==> src/design/dsof_pkg.sv <==
package dsof_pkg;

   localparam int DAY_W    = 6;
   localparam int MONTH_W  = 4;
   localparam int YEAR_W   = 14;
   localparam int GRACE_W  = 8;
   localparam int RATE_W   = 16;
   localparam int SPAN_W   = 24;
   localparam int OVER_W   = 23;
   localparam int FINE_W   = 40;
   localparam int DNUM_W   = 23;
   localparam int CUM_W    = 9;
   localparam int CSR_IDX_W  = 2;
   localparam int CSR_DATA_W = 16;

   localparam int DN_STAGES   = 3;
   localparam int FN_STAGES   = 2;
   localparam int PIPE_STAGES = DN_STAGES + FN_STAGES;

   localparam int DAYS_PER_YEAR = 365;
   localparam int MAX_DAY       = 31;
   localparam int MAX_MONTH     = 12;
   localparam int FEB           = 2;

   // floor(x / 25) as (x * mul) >> sh, exact over the ranges used
   localparam int DIV25_MUL  = 5243;
   localparam int DIV25_SH   = 17;
   localparam int Q4_DIV_MUL = 1311;
   localparam int Q4_DIV_SH  = 15;
   localparam int CENT_DIV   = 25;

   localparam int Q4_W   = YEAR_W - 2;
   localparam int P100P_W = Q4_W + 11;
   localparam int P100_W = 8;
   localparam int P400_W = P100_W - 2;
   localparam int P25P_W = YEAR_W + 13;
   localparam int Q25_W  = 10;

   localparam logic [GRACE_W-1:0] GRACE_RST = GRACE_W'(7);
   localparam logic [RATE_W-1:0]  RATE_RST  = RATE_W'(20);
   localparam logic [YEAR_W-1:0]  MINY_RST  = YEAR_W'(2000);

   typedef enum logic [CSR_IDX_W-1:0] {
      CSR_GRACE_DAYS   = 2'd0,
      CSR_FINE_PER_DAY = 2'd1,
      CSR_MIN_YEAR     = 2'd2,
      CSR_UNUSED       = 2'd3
   } csr_index_type;

   typedef struct packed {
      logic [DAY_W-1:0]   day;
      logic [MONTH_W-1:0] month;
      logic [YEAR_W-1:0]  year;
   } date_type;

   // days of the months before month m in a common year
   function automatic logic [CUM_W-1:0] cum_days(input logic [MONTH_W-1:0] m);
      logic [CUM_W-1:0] r;
      case (m)
         4'd0, 4'd1: r = CUM_W'(0);
         4'd2:  r = CUM_W'(31);
         4'd3:  r = CUM_W'(59);
         4'd4:  r = CUM_W'(90);
         4'd5:  r = CUM_W'(120);
         4'd6:  r = CUM_W'(151);
         4'd7:  r = CUM_W'(181);
         4'd8:  r = CUM_W'(212);
         4'd9:  r = CUM_W'(243);
         4'd10: r = CUM_W'(273);
         4'd11: r = CUM_W'(304);
         4'd12: r = CUM_W'(334);
         default: r = CUM_W'(0);
      endcase
      return r;
   endfunction

endpackage

==> src/design/dsof_req_if.sv <==
interface dsof_req_if;
   import dsof_pkg::*;

   logic               valid;
   logic               ready;
   logic [DAY_W-1:0]   start_day;
   logic [MONTH_W-1:0] start_month;
   logic [YEAR_W-1:0]  start_year;
   logic [DAY_W-1:0]   end_day;
   logic [MONTH_W-1:0] end_month;
   logic [YEAR_W-1:0]  end_year;

   modport source (
      output valid, start_day, start_month, start_year, end_day, end_month, end_year,
      input  ready
   );

   modport sink (
      input  valid, start_day, start_month, start_year, end_day, end_month, end_year,
      output ready
   );
endinterface

==> src/design/dsof_rsp_if.sv <==
interface dsof_rsp_if;
   import dsof_pkg::*;

   logic                     valid;
   logic                     ready;
   logic                     dates_valid;
   logic signed [SPAN_W-1:0] span_days;
   logic [OVER_W-1:0]        overdue_days;
   logic [FINE_W-1:0]        fine_amount;

   modport source (
      output valid, dates_valid, span_days, overdue_days, fine_amount,
      input  ready
   );

   modport sink (
      input  valid, dates_valid, span_days, overdue_days, fine_amount,
      output ready
   );
endinterface

==> src/design/date_span_overdue_fine_core.sv <==
// Date span and overdue fine: each item carries a start and an end Gregorian date; the
// block checks both (day at most 31, month at most 12, year at least min_year), turns
// each into a day number with the leap-year rule, and returns the signed span, the days
// beyond the grace period and the fine at the per-day rate. Invalid dates give
// dates_valid low and zero results. The block is a five-stage pipeline: three stages
// build the day numbers, one forms span and overdue days, one forms the fine product
// and holds the result. It takes one item per cycle while the output is not stalled, and
// each accepted item moves through the stage registers in order. Each stage holds an
// item until the next stage frees, so bubbles close up behind a stalled output. Register
// writes are meant for idle periods only.
module date_span_overdue_fine_core (
   input  logic                            clock,
   input  logic                            reset,
   dsof_req_if.sink                        req_ch,
   dsof_rsp_if.source                      rsp_ch,
   input  logic                            csr_we,
   input  logic [dsof_pkg::CSR_IDX_W-1:0]  csr_index,
   input  logic [dsof_pkg::CSR_DATA_W-1:0] csr_wdata
);
   import dsof_pkg::*;

   // configuration registers
   logic [GRACE_W-1:0] grace_ff, grace_in;
   logic [RATE_W-1:0]  rate_ff, rate_in;
   logic [YEAR_W-1:0]  miny_ff, miny_in;

   always_comb begin
      grace_in = grace_ff;
      rate_in  = rate_ff;
      miny_in  = miny_ff;
      if (csr_we) begin
         case (csr_index_type'(csr_index))
            CSR_GRACE_DAYS:   grace_in = csr_wdata[GRACE_W-1:0];
            CSR_FINE_PER_DAY: rate_in  = csr_wdata[RATE_W-1:0];
            CSR_MIN_YEAR:     miny_in  = csr_wdata[YEAR_W-1:0];
            default: ;
         endcase
      end
   end

   always_ff @(posedge clock) begin
      if (reset) begin
         grace_ff <= GRACE_RST;
         rate_ff  <= RATE_RST;
         miny_ff  <= MINY_RST;
      end else begin
         grace_ff <= grace_in;
         rate_ff  <= rate_in;
         miny_ff  <= miny_in;
      end
   end

   // pipeline valid bits and per-stage ready
   logic [PIPE_STAGES-1:0] vld_ff, vld_in, rdy;

   always_comb begin
      rdy[PIPE_STAGES-1] = !vld_ff[PIPE_STAGES-1] || rsp_ch.ready;
      for (int i = PIPE_STAGES - 2; i >= 0; i--) begin
         rdy[i] = !vld_ff[i] || rdy[i+1];
      end
      for (int i = 0; i < PIPE_STAGES; i++) begin
         if (rdy[i]) begin
            vld_in[i] = (i == 0) ? req_ch.valid : vld_ff[(i == 0) ? 0 : i - 1];
         end else begin
            vld_in[i] = vld_ff[i];
         end
      end
   end

   always_ff @(posedge clock) begin
      if (reset) begin
         vld_ff <= '0;
      end else begin
         vld_ff <= vld_in;
      end
   end

   assign req_ch.ready = rdy[0];
   assign rsp_ch.valid = vld_ff[PIPE_STAGES-1];

   date_type            start_date, end_date;
   logic [DNUM_W-1:0]   start_num, end_num;
   logic                start_ok, end_ok;

   assign start_date = '{day: req_ch.start_day, month: req_ch.start_month,
                         year: req_ch.start_year};
   assign end_date   = '{day: req_ch.end_day, month: req_ch.end_month,
                         year: req_ch.end_year};

   dsof_day_num u_start_num (
      .clock    (clock),
      .ld       (rdy[DN_STAGES-1:0]),
      .date     (start_date),
      .min_year (miny_ff),
      .day_num  (start_num),
      .ok       (start_ok)
   );

   dsof_day_num u_end_num (
      .clock    (clock),
      .ld       (rdy[DN_STAGES-1:0]),
      .date     (end_date),
      .min_year (miny_ff),
      .day_num  (end_num),
      .ok       (end_ok)
   );

   dsof_fine u_fine (
      .clock        (clock),
      .ld           (rdy[PIPE_STAGES-1:DN_STAGES]),
      .start_num    (start_num),
      .end_num      (end_num),
      .dates_ok     (start_ok && end_ok),
      .grace_days   (grace_ff),
      .fine_per_day (rate_ff),
      .dates_valid  (rsp_ch.dates_valid),
      .span_days    (rsp_ch.span_days),
      .overdue_days (rsp_ch.overdue_days),
      .fine_amount  (rsp_ch.fine_amount)
   );

   a_accept_enters: assert property (@(posedge clock) disable iff (reset)
      req_ch.valid && req_ch.ready |=> vld_ff[0])
      else $error("accepted item did not enter the first stage");

   a_invalid_zero: assert property (@(posedge clock) disable iff (reset)
      rsp_ch.valid && !rsp_ch.dates_valid |->
         rsp_ch.span_days == '0 && rsp_ch.overdue_days == '0 && rsp_ch.fine_amount == '0)
      else $error("invalid dates gave nonzero results");

   a_negative_no_fine: assert property (@(posedge clock) disable iff (reset)
      rsp_ch.valid && rsp_ch.span_days[SPAN_W-1] |->
         rsp_ch.overdue_days == '0 && rsp_ch.fine_amount == '0)
      else $error("negative span gave overdue days");

   a_stall_holds_stage: assert property (@(posedge clock) disable iff (reset)
      vld_ff[PIPE_STAGES-2] && !rdy[PIPE_STAGES-2] |=> vld_ff[PIPE_STAGES-2])
      else $error("stalled item dropped from stage four");

endmodule

==> src/design/dsof_day_num.sv <==
module dsof_day_num (
   input  logic                           clock,
   input  logic [dsof_pkg::DN_STAGES-1:0] ld,
   input  dsof_pkg::date_type             date,
   input  logic [dsof_pkg::YEAR_W-1:0]    min_year,
   output logic [dsof_pkg::DNUM_W-1:0]    day_num,
   output logic                           ok
);
   import dsof_pkg::*;

   // stage 1: range check and products
   logic [YEAR_W-1:0]  prev_year;
   logic [Q4_W-1:0]    q4;
   logic               ok1_in, ok1_ff;
   logic [YEAR_W-1:0]  year1_ff;
   logic [DAY_W-1:0]   day1_ff;
   logic [CUM_W-1:0]   cum1_in, cum1_ff;
   logic               m3_1_in, m3_1_ff;
   logic [DNUM_W-1:0]  y365_in, y365_ff;
   logic [Q4_W-1:0]    q4_ff;
   logic [P100P_W-1:0] p100p_in, p100p_ff;
   logic [P25P_W-1:0]  p25p_in, p25p_ff;

   always_comb begin
      prev_year = (date.year != '0) ? date.year - YEAR_W'(1) : '0;
      q4        = prev_year[YEAR_W-1:2];
      ok1_in    = (date.day <= DAY_W'(MAX_DAY)) && (date.month <= MONTH_W'(MAX_MONTH))
                  && (date.year >= min_year);
      cum1_in   = cum_days(date.month);
      m3_1_in   = date.month > MONTH_W'(FEB);
      y365_in   = DNUM_W'(prev_year) * DNUM_W'(DAYS_PER_YEAR);
      p100p_in  = P100P_W'(q4) * P100P_W'(Q4_DIV_MUL);
      p25p_in   = P25P_W'(date.year) * P25P_W'(DIV25_MUL);
   end

   always_ff @(posedge clock) begin
      if (ld[0]) begin
         ok1_ff   <= ok1_in;
         year1_ff <= date.year;
         day1_ff  <= date.day;
         cum1_ff  <= cum1_in;
         m3_1_ff  <= m3_1_in;
         y365_ff  <= y365_in;
         q4_ff    <= q4;
         p100p_ff <= p100p_in;
         p25p_ff  <= p25p_in;
      end
   end

   // stage 2: earlier-year days and century test
   logic [P100_W-1:0] p100;
   logic [P400_W-1:0] p400;
   logic [Q25_W-1:0]  q25;
   logic [DNUM_W-1:0] base2_in, base2_ff;
   logic [YEAR_W-1:0] mul25_in, mul25_ff;
   logic              ok2_ff, m3_2_ff;
   logic [YEAR_W-1:0] year2_ff;
   logic [DAY_W-1:0]  day2_ff;
   logic [CUM_W-1:0]  cum2_ff;

   always_comb begin
      p100     = P100_W'(p100p_ff >> Q4_DIV_SH);
      p400     = P400_W'(p100 >> 2);
      q25      = Q25_W'(p25p_ff >> DIV25_SH);
      base2_in = y365_ff + DNUM_W'(q4_ff) - DNUM_W'(p100) + DNUM_W'(p400);
      mul25_in = YEAR_W'(YEAR_W'(q25) * YEAR_W'(CENT_DIV));
   end

   always_ff @(posedge clock) begin
      if (ld[1]) begin
         base2_ff <= base2_in;
         mul25_ff <= mul25_in;
         ok2_ff   <= ok1_ff;
         m3_2_ff  <= m3_1_ff;
         year2_ff <= year1_ff;
         day2_ff  <= day1_ff;
         cum2_ff  <= cum1_ff;
      end
   end

   // stage 3: leap rule and final sum
   logic              by25, leap;
   logic [DNUM_W-1:0] dnum3_in, dnum3_ff;
   logic              ok3_ff;

   always_comb begin
      by25     = year2_ff == mul25_ff;
      leap     = ((year2_ff[1:0] == 2'd0) && !by25) || ((year2_ff[3:0] == 4'd0) && by25);
      dnum3_in = base2_ff + DNUM_W'(cum2_ff) + DNUM_W'(leap && m3_2_ff) + DNUM_W'(day2_ff);
   end

   always_ff @(posedge clock) begin
      if (ld[2]) begin
         dnum3_ff <= dnum3_in;
         ok3_ff   <= ok2_ff;
      end
   end

   assign day_num = dnum3_ff;
   assign ok      = ok3_ff;

endmodule

==> src/design/dsof_fine.sv <==
module dsof_fine (
   input  logic                                 clock,
   input  logic [dsof_pkg::FN_STAGES-1:0]       ld,
   input  logic [dsof_pkg::DNUM_W-1:0]          start_num,
   input  logic [dsof_pkg::DNUM_W-1:0]          end_num,
   input  logic                                 dates_ok,
   input  logic [dsof_pkg::GRACE_W-1:0]         grace_days,
   input  logic [dsof_pkg::RATE_W-1:0]          fine_per_day,
   output logic                                 dates_valid,
   output logic signed [dsof_pkg::SPAN_W-1:0]   span_days,
   output logic [dsof_pkg::OVER_W-1:0]          overdue_days,
   output logic [dsof_pkg::FINE_W-1:0]          fine_amount
);
   import dsof_pkg::*;

   // stage 4: span and days beyond grace
   logic signed [SPAN_W-1:0] span_raw, grace_ext, diff;
   logic signed [SPAN_W-1:0] span4_in, span4_ff;
   logic [OVER_W-1:0]        over4_in, over4_ff;
   logic                     ok4_ff;

   always_comb begin
      span_raw  = signed'(SPAN_W'(end_num)) - signed'(SPAN_W'(start_num));
      grace_ext = signed'(SPAN_W'(grace_days));
      diff      = span_raw - grace_ext;
      span4_in  = dates_ok ? span_raw : '0;
      over4_in  = (dates_ok && (span_raw >= grace_ext)) ? OVER_W'(diff) : '0;
   end

   always_ff @(posedge clock) begin
      if (ld[0]) begin
         ok4_ff   <= dates_ok;
         span4_ff <= span4_in;
         over4_ff <= over4_in;
      end
   end

   // stage 5: fine product, output register
   logic [FINE_W-1:0]        fine5_in, fine5_ff;
   logic                     ok5_ff;
   logic signed [SPAN_W-1:0] span5_ff;
   logic [OVER_W-1:0]        over5_ff;

   assign fine5_in = FINE_W'(FINE_W'(over4_ff) * FINE_W'(fine_per_day));

   always_ff @(posedge clock) begin
      if (ld[1]) begin
         ok5_ff   <= ok4_ff;
         span5_ff <= span4_ff;
         over5_ff <= over4_ff;
         fine5_ff <= fine5_in;
      end
   end

   assign dates_valid  = ok5_ff;
   assign span_days    = span5_ff;
   assign overdue_days = over5_ff;
   assign fine_amount  = fine5_ff;

endmodule
==> src/flat_wrapper.sv <==
// flat-port wrapper written by rule: the top's interface ports become plain ports
module date_span_overdue_fine_core_flat import dsof_pkg::*;
  (clock, reset, csr_we, csr_index, csr_wdata, req_ch_valid, req_ch_start_day, req_ch_start_month, req_ch_start_year, req_ch_end_day, req_ch_end_month, req_ch_end_year, req_ch_ready, rsp_ch_valid, rsp_ch_dates_valid, rsp_ch_span_days, rsp_ch_overdue_days, rsp_ch_fine_amount, rsp_ch_ready);
  dsof_req_if req_ch_i ();
  dsof_rsp_if rsp_ch_i ();
  input  logic clock;
  input  logic reset;
  input  logic csr_we;
  input  logic [dsof_pkg::CSR_IDX_W-1:0] csr_index;
  input  logic [dsof_pkg::CSR_DATA_W-1:0] csr_wdata;
  input wire logic [$bits(req_ch_i.valid)-1:0] req_ch_valid;
  input wire logic [$bits(req_ch_i.start_day)-1:0] req_ch_start_day;
  input wire logic [$bits(req_ch_i.start_month)-1:0] req_ch_start_month;
  input wire logic [$bits(req_ch_i.start_year)-1:0] req_ch_start_year;
  input wire logic [$bits(req_ch_i.end_day)-1:0] req_ch_end_day;
  input wire logic [$bits(req_ch_i.end_month)-1:0] req_ch_end_month;
  input wire logic [$bits(req_ch_i.end_year)-1:0] req_ch_end_year;
  output wire logic [$bits(req_ch_i.ready)-1:0] req_ch_ready;
  output wire logic [$bits(rsp_ch_i.valid)-1:0] rsp_ch_valid;
  output wire logic [$bits(rsp_ch_i.dates_valid)-1:0] rsp_ch_dates_valid;
  output wire logic [$bits(rsp_ch_i.span_days)-1:0] rsp_ch_span_days;
  output wire logic [$bits(rsp_ch_i.overdue_days)-1:0] rsp_ch_overdue_days;
  output wire logic [$bits(rsp_ch_i.fine_amount)-1:0] rsp_ch_fine_amount;
  input wire logic [$bits(rsp_ch_i.ready)-1:0] rsp_ch_ready;
  assign req_ch_i.valid = req_ch_valid;
  assign req_ch_i.start_day = req_ch_start_day;
  assign req_ch_i.start_month = req_ch_start_month;
  assign req_ch_i.start_year = req_ch_start_year;
  assign req_ch_i.end_day = req_ch_end_day;
  assign req_ch_i.end_month = req_ch_end_month;
  assign req_ch_i.end_year = req_ch_end_year;
  assign req_ch_ready = req_ch_i.ready;
  assign rsp_ch_valid = rsp_ch_i.valid;
  assign rsp_ch_dates_valid = rsp_ch_i.dates_valid;
  assign rsp_ch_span_days = rsp_ch_i.span_days;
  assign rsp_ch_overdue_days = rsp_ch_i.overdue_days;
  assign rsp_ch_fine_amount = rsp_ch_i.fine_amount;
  assign rsp_ch_i.ready = rsp_ch_ready;
  date_span_overdue_fine_core u_core (.clock(clock), .reset(reset), .req_ch(req_ch_i), .rsp_ch(rsp_ch_i), .csr_we(csr_we), .csr_index(csr_index), .csr_wdata(csr_wdata));
endmodule
==> config.mk <==
export PLATFORM = sky130hd
export DESIGN_NAME = date_span_overdue_fine_core_flat
export DESIGN_NICKNAME = d
export VERILOG_FILES = /design/src/design/dsof_pkg.sv /design/src/design/dsof_req_if.sv /design/src/design/dsof_rsp_if.sv /design/src/design/date_span_overdue_fine_core.sv /design/src/design/dsof_day_num.sv /design/src/design/dsof_fine.sv /design/src/flat_wrapper.sv
export SDC_FILE = /design/constraint.sdc
export NUM_CORES = 2
export LEC_CHECK = 0
export BUFFER_PORTS_ARGS = -buffer_cell sky130_fd_sc_hd__buf_2
export CAP_MARGIN = 40
export CORE_MARGIN = 2
export CORE_UTILIZATION = 45
export CTS_BUF_LIST = sky130_fd_sc_hd__clkbuf_8
export DETAILED_ROUTE_END_ITERATION = 10
export PLACE_DENSITY = 0.68
export SLEW_MARGIN = 10
export SYNTH_ARGS = -nofsm -noshare
export SYNTH_HDL_FRONTEND = slang
export SYNTH_HIERARCHICAL = 1
export SYNTH_SLANG_ARGS = --single-unit
==> constraint.sdc <==
create_clock -name clock -period 7.52 [get_ports clock]
set_clock_uncertainty 0.15 [all_clocks]
set_input_delay 1.128 -clock clock [delete_from_list [all_inputs] [get_ports clock]]
set_output_delay 1.128 -clock clock [all_outputs]
set_load 0.01 [all_outputs]
# Yosys cells after proc, flatten, opt, wreduce, memory -nomap -nowiden
# Memory sizes are Yosys's and may differ from the RTL's. A register that Yosys moved wholly into a read port is not among the register bits.
# Cells that the tools add are included.
# W data, S select, Z words.
[word_totals]
register_bits = 576
rom_bits = 288
in_bits = 71
output_inout_bits = 90
word_cells = 127
memories = 2
[classes]
addsub = 16
multipliers = 9
magnitude_cmp = 9
eq_ne = 4
n_mux = 2
reduce_logical = 36
[memory_table]
columns = ["memory", "words", "word_bits", "rd", "rd_ports_with_merged_regs", "wr", "line", "rtl"]
rows = [
  ["(name not given)", 16, 9, 1, 1, 0, "dsof_pkg.sv:59", "case (m)"],
  ["(name not given)", 16, 9, 1, 1, 0, "dsof_pkg.sv:59", ""],
]
[op_table]
columns = ["operator", "n"]
rows = [
  ["$add A23 B6 Y23", 4],
  ["$mul A14 B13 Y27 const B", 2],
  ["$add A23 B1 Y23", 2],
  ["$add A23 B12 Y23", 2],
  ["$add A23 B9 Y23", 2],
  ["$mul A12 B11 Y23 const B", 2],
  ["$mul A14 B9 Y23 const B", 2],
  ["$sub A23 B8 Y23", 2],
  ["$mul A23 B16 Y39", 1],
  ["$eq A14 B14 Y1", 2],
  ["$ge A14 B14 Y1", 2],
  ["$mul A10 B5 Y14 const B", 2],
  ["$mux W14", 2],
  ["$reduce_bool A14 Y1", 2],
  ["$sub A14 B1 Y14 const B", 2],
  ["$ge A24 B9 Y1", 1],
  ["$sub A23 B23 Y24", 1],
  ["$sub A23 B9 Y23", 1],
  ["$le A6 B5 Y1 const B", 2],
  ["$logic_and A1 B1 Y1", 12],
  ["$gt A4 B2 Y1 const B", 2],
  ["$le A4 B4 Y1 const B", 2],
  ["$logic_not A4 Y1", 2],
  ["$logic_not A1 Y1", 7],
  ["other kinds (5)", 15],
]

# Longest topological paths before layout
[depth]
word_depth = 7
ltp_mapped = 29
mapped_depth_nobuf = 29

# Cells and area by module
# The synthesis kept the hierarchy.
[modules_own_cells]
columns = ["module", "n_inst", "cells_each", "area_per_inst_um2", "seq_area_each_um2"]
rows = [
  ["dsof_day_num at u_core.u_start_num", 1, 1663, 18237.5, 5285.1],
  ["dsof_day_num at u_core.u_end_num", 1, 1646, 18058.6, 5285.1],
  ["dsof_fine", 1, 1825, 17918.4, 4053.9],
  ["date_span_overdue_fine_core", 1, 177, 1786.7, 860.8],
]

# Worst setup path after synthesis
# Ideal clock, no wire load.
[synth_timing]
path_type = "input port to flip-flop"
start = "input rsp_ch_ready"
end = "register u_core.u_end_num.cum1_ff[0], enable pin"
setup_ns = 2.169
arrival_time_ns = 6.014
t_required_ns = 5.201
path_slack_ns = -0.814
stages = 2
path_buffers = 0
cell_sequence = "and3b_1 nand4_1"
[synth_via]
elab_chain_cells = 5
[synth_lines]
columns = ["element", "line", "rtl"]
rows = [
  ["start: declaration", "flat_wrapper.sv:24", "input wire logic [$bits(rsp_ch_i.ready)-1:0] rsp_ch_ready;"],
  ["$logic_or A1 B1 Y1", "date_span_overdue_fine_core.sv:57", "rdy[PIPE_STAGES-1] = !vld_ff[PIPE_STAGES-1] || rsp_ch.ready;"],
  ["$logic_or A1 B1 Y1 (4 in series)", "date_span_overdue_fine_core.sv:59", "rdy[i] = !vld_ff[i] || rdy[i+1];"],
  ["named net req_ch_ready", "flat_wrapper.sv:18", "output wire logic [$bits(req_ch_i.ready)-1:0] req_ch_ready;"],
  ["end: declaration", "dsof_day_num.sv:17", "logic [CUM_W-1:0] cum1_in, cum1_ff;"],
]
# The timed path passes the listed nets, and every way through them passes these cells.
# A chain may end at the register's enable or synchronous reset.

# Worst setup path after layout
[layout_timing]
start = "register u_core.u_fine.over4_ff[11]"
end = "register u_core.u_fine.fine5_ff[35], in the netlist u_core/u_fine/fine_amount[35], data pin"
[layout_via]
elab_chain_cells = 1
[layout_lines]
columns = ["element", "line", "rtl"]
rows = [
  ["start: declaration", "dsof_fine.sv:19", "logic [OVER_W-1:0] over4_in, over4_ff;"],
  ["start signal: assignment", "dsof_fine.sv:34", "over4_ff <= over4_in;"],
  ["$mul A23 B16 Y39", "dsof_fine.sv:44", "assign fine5_in = FINE_W'(FINE_W'(over4_ff) * FINE_W'(fine_per_day));"],
  ["named net u_core.u_fine.fine5_in[35]", "dsof_fine.sv:39", "logic [FINE_W-1:0] fine5_in, fine5_ff;"],
  ["end signal: assignment", "dsof_fine.sv:51", "fine5_ff <= fine5_in;"],
  ["end: declaration", "dsof_fine.sv:39", ""],
]
# The timed path passes the listed nets, and every way through them passes these cells.

==> impl_metrics.tcl <==
set metrics [dict create \
    die_area_um2 127000 \
    grt_usage_pct 20.5 \
    drc_errors 0 \
    placed_cells 7181 \
    setup_ws_ns 0.271 \
    layout.nets 7198 \
    die_height_um 357 \
    clk_latency_ns 0.74 \
    clkTransAtPathRegs_ns 0.06 \
    hold_viol_final 0 \
    vias_per_cell 5.06 \
    cp_common_cell "fa_1" \
    grt_max_degree 169 \
    cp_slowest_cell "edfxtp_1" \
    synth-seq-area-share_pct 27.7 \
    cts-buffers-inserted 96 \
    drtAntennaViolNets 0 \
    synthArstFlopShare_pct 0 \
    yosys_warnings 6 \
    dr.pass1.iters 5 \
    clock.fmax_mhz 138 \
    final.min_clock_period_ns 7.25 \
    synth_edf_count 487 \
    yosys-top-cells-area "edfxtp_1 26%, fa_1 22%, ha_1 19%" \
    critPathKind "register to register" \
    hpwl_um 105000 \
    whs_path_depth 0 \
    outcome "complete, no violations" \
    end_kind "register" \
    hold_path.class "register to register" \
    grt-ovfl-total 0 \
    synth_compound_area_share_pct 7.19 \
    yosysTopAreaCell "edfxtp_1" \
    setup_viol 0 \
    wire_per_inst_um 17.2 \
    core_area_um2 124000 \
    cap_violations 0 \
    power.density_nw_per_um2 410 \
    crit_required_ns 7.85 \
    syn_to_final_growth_pct 10.7 \
    worstPathArrival_ns 7.58 \
    postPlaceCellArea_um2 59800 \
    peakVddDrop_v 0.000306 \
    synth_area_um2 56000 \
    nFillCells 11200 \
    initial_utilization_pct 45.3 \
    synth_adder_area_share_pct 41.3 \
    synthMuxAreaShare_pct 0.961 \
    stdcell_area_um2 62000 \
    relSlewSlack_pct 36.2 \
    numClockSinks 530 \
    dpl_worst_slack_ns 0.0438 \
    grt_first_pass_wirelength_um 206000 \
    drt_iter0_drc 1865 \
    drive_above_1_share_pct 9.77 \
    rsz0062_at_grt "false" \
    synth_top_family_by_area "adder cells" \
    htreeDepth 3 \
    ys_ff_latch 530 \
    reg2reg_depth 22 \
    ys.flop_type "edfxtp_1" \
    num_vias 37400 \
    antenna_found_initial 13 \
    finalMaxSlewViolations 0 \
    avgSynthCellArea_um2 10.5 \
    synth_top_area_share_pct 26.1 \
    cts_buffer_depth 3 \
    port_buffers 159 \
    wl_um 127000 \
    cp-start-kind "register" \
    fin_cells 7379 \
    finalPower_uw 25400 \
    worstMarginPinSlew_ns 0.957 \
    p_leak_uw 0.0309 \
    fin_util_pct 50.2 \
    critPathMaxFanout 9 \
    slowest_delay_ns 0.65 \
    cts_tree "built" \
    ios 161 \
    root_buffer "clkbuf_8" \
    die_w_um 357 \
    crit_chain "buf_4 > nand2_1 > fa_1 > inv_1 > fa_1 > fa_1 > fa_1 > fa_1 > inv_1 > fa_1 > inv_1 > ha_1 > and3_1 > nor2b_1 > nand3_1 > o211ai_1 > o221a_2 > o311a_1 > o21ai_1 > o21bai_1 > a21oi_1 > xnor2_1" \
    place_congestion 0.924 \
    placementRows 129 \
    synth-xor-area-share_pct 4.64 \
    synth.distinct_cells 106 \
    synth_fp_nets 6852 \
    grt_pass1_vias 39300 \
    fin_crit_sh_pct 96.4 \
    synth_cells 5311 \
    synth_simple_gate_area_share_pct 9.49 \
]
-- per-layer routing --
layer	share of wire [%]	global-route usage, %
met1	43	25.7
met2	49	35.7
met3	4.9	3.62
met4	3.8	7.24
met5	0.063	0
-- final timing paths --
path                                            startpoint                                       end  slack (ns)
setup / recovery  u_core/u_fine/over4_ff[11]$_SDFFCE_PN0P_   u_core/u_fine/fine_amount[35]$_DFFE_PP_        0.27
hold / removal    u_core/u_start_num/year1_ff[7]$_DFFE_PP_  u_core/u_start_num/year2_ff[7]$_DFFE_PP_        0.26
setup reg to reg  u_core/u_fine/over4_ff[11]$_SDFFCE_PN0P_   u_core/u_fine/fine_amount[35]$_DFFE_PP_        0.27
hold reg to reg   u_core/u_start_num/year1_ff[7]$_DFFE_PP_  u_core/u_start_num/year2_ff[7]$_DFFE_PP_        0.26
-- area by class of cell --
cell class / instances / area, um^2 / share of cell area [%]
timing repair buffer: 340 / 2230 / 3.60
inverter: 1201 / 4510 / 7.27
tap: 1637 / 2050 / 3.30
clock inverter: 78 / 646 / 1.04
sequential: 530 / 15500 / 25.0
multi-input combinational: 3488 / 35700 / 57.5
antenna: 2 / 5.00 / 0.00807
clock buffer: 103 / 1420 / 2.29
-- cell usage in the layout (no fill, tap or decap), types with 21 or more instances in the layout --
| master | count |
|---|---|
| nand3_1 | 53 |
| edfxtp_1 | 487 |
| nand2b_1 | 71 |
| a21oi_1 | 171 |
| nand4_1 | 34 |
| ha_1 | 842 |
| nand2_1 | 326 |
| o21bai_1 | 24 |
| o21a_1 | 33 |
| fa_1 | 628 |
| inv_1 | 1221 |
| buf_2 | 160 |
| clkbuf_8 | 103 |
| xor2_1 | 85 |
| and2_1 | 177 |
| nor2b_1 | 28 |
| nor3_1 | 60 |
| o21ai_0 | 110 |
| buf_4 | 173 |
| nor2_1 | 195 |
| and3_1 | 21 |
| xnor2_1 | 210 |
| a211oi_1 | 23 |
| mux2i_1 | 47 |
| a21o_1 | 79 |
| dfxtp_1 | 37 |
-- sequential cells by signal, summed over array words and instances, names as in the netlist, 16 cells and up --
signal / count
u_core/u_fine/fine_amount: 39
u_core/u_fine/span4_ff: 24
u_core/u_fine/span_days: 24
u_core/u_end_num/base2_ff: 23
u_core/u_end_num/day_num: 23
u_core/u_end_num/y365_ff: 23
u_core/u_fine/over4_ff: 23
u_core/u_fine/overdue_days: 23
u_core/u_start_num/base2_ff: 23
u_core/u_start_num/day_num: 23
u_core/u_start_num/y365_ff: 23
u_core/rate_ff: 16
-- worst max-delay path: cells and delay by family, from the launching register on --
kind / cells / cell delay, ns
simple gates: 4 / 0.64
buf+inv: 4 / 0.43
fa+ha+maj: 7 / 3.42
flops: 1 / 0.65
xor+xnor: 1 / 0.13
compound gates: 6 / 1.57
-- synthesized netlist by cell type, drive strengths merged, types with 15 or more instances --
cell	count
a21o	79
dfxtp	43
xor2	85
edfxtp	487
ha	842
a31oi	21
nand2	327
o211ai	22
or3	16
and3	21
xnor2	211
nand3	54
nor2	201
clkbuf	77
nand2b	72
o21a	33
and2	178
nor3	61
o21bai	24
o21ai	121
mux2i	47
nor2b	28
nand4	34
inv	1200
buf	15
a211oi	24
fa	628
a21oi	178
-- stage by stage --
| stage | hold WS (ns) | setup TNS (ns) |
|---|---|---|
| 2_1_floorplan | 0.250 | -132.81 |
| 5_1_grt | 0.268 | 0 |
| 6_report | 0.263 | 0 |
| 3_3_place_gp | 0.251 | 0 |
| 3_5_place_dp | 0.255 | 0 |
| 4_1_cts | 0.248 | 0 |
-- cells by family (layout without fill, tap and decap cells) --
logic type	after synthesis	after routing
AO/OA/AOI/OAI	604	604
multiplexers	52	52
adder cells (fa/ha/maj)	1474	1474
other	1	3
XOR/XNOR	296	296
flip-flops	530	530
AND/OR/NAND/NOR	1061	1061
buffers and inverters	1293	1722
-- where the power goes --
group | switching, uW | internal [uW]
Sequential | 437 | 4850
Clock | 1280 | 1630
Combinational | 9770 | 7430
Total | 11500 | 13900
-- timing repair --
item	in CTS	in global routing
setup buffers	0	15
gates resized for setup	0	9
endpoints found under the setup margin	0	7
hold buffers	0	0
Note: power is estimated with default switching activity, not from simulation.
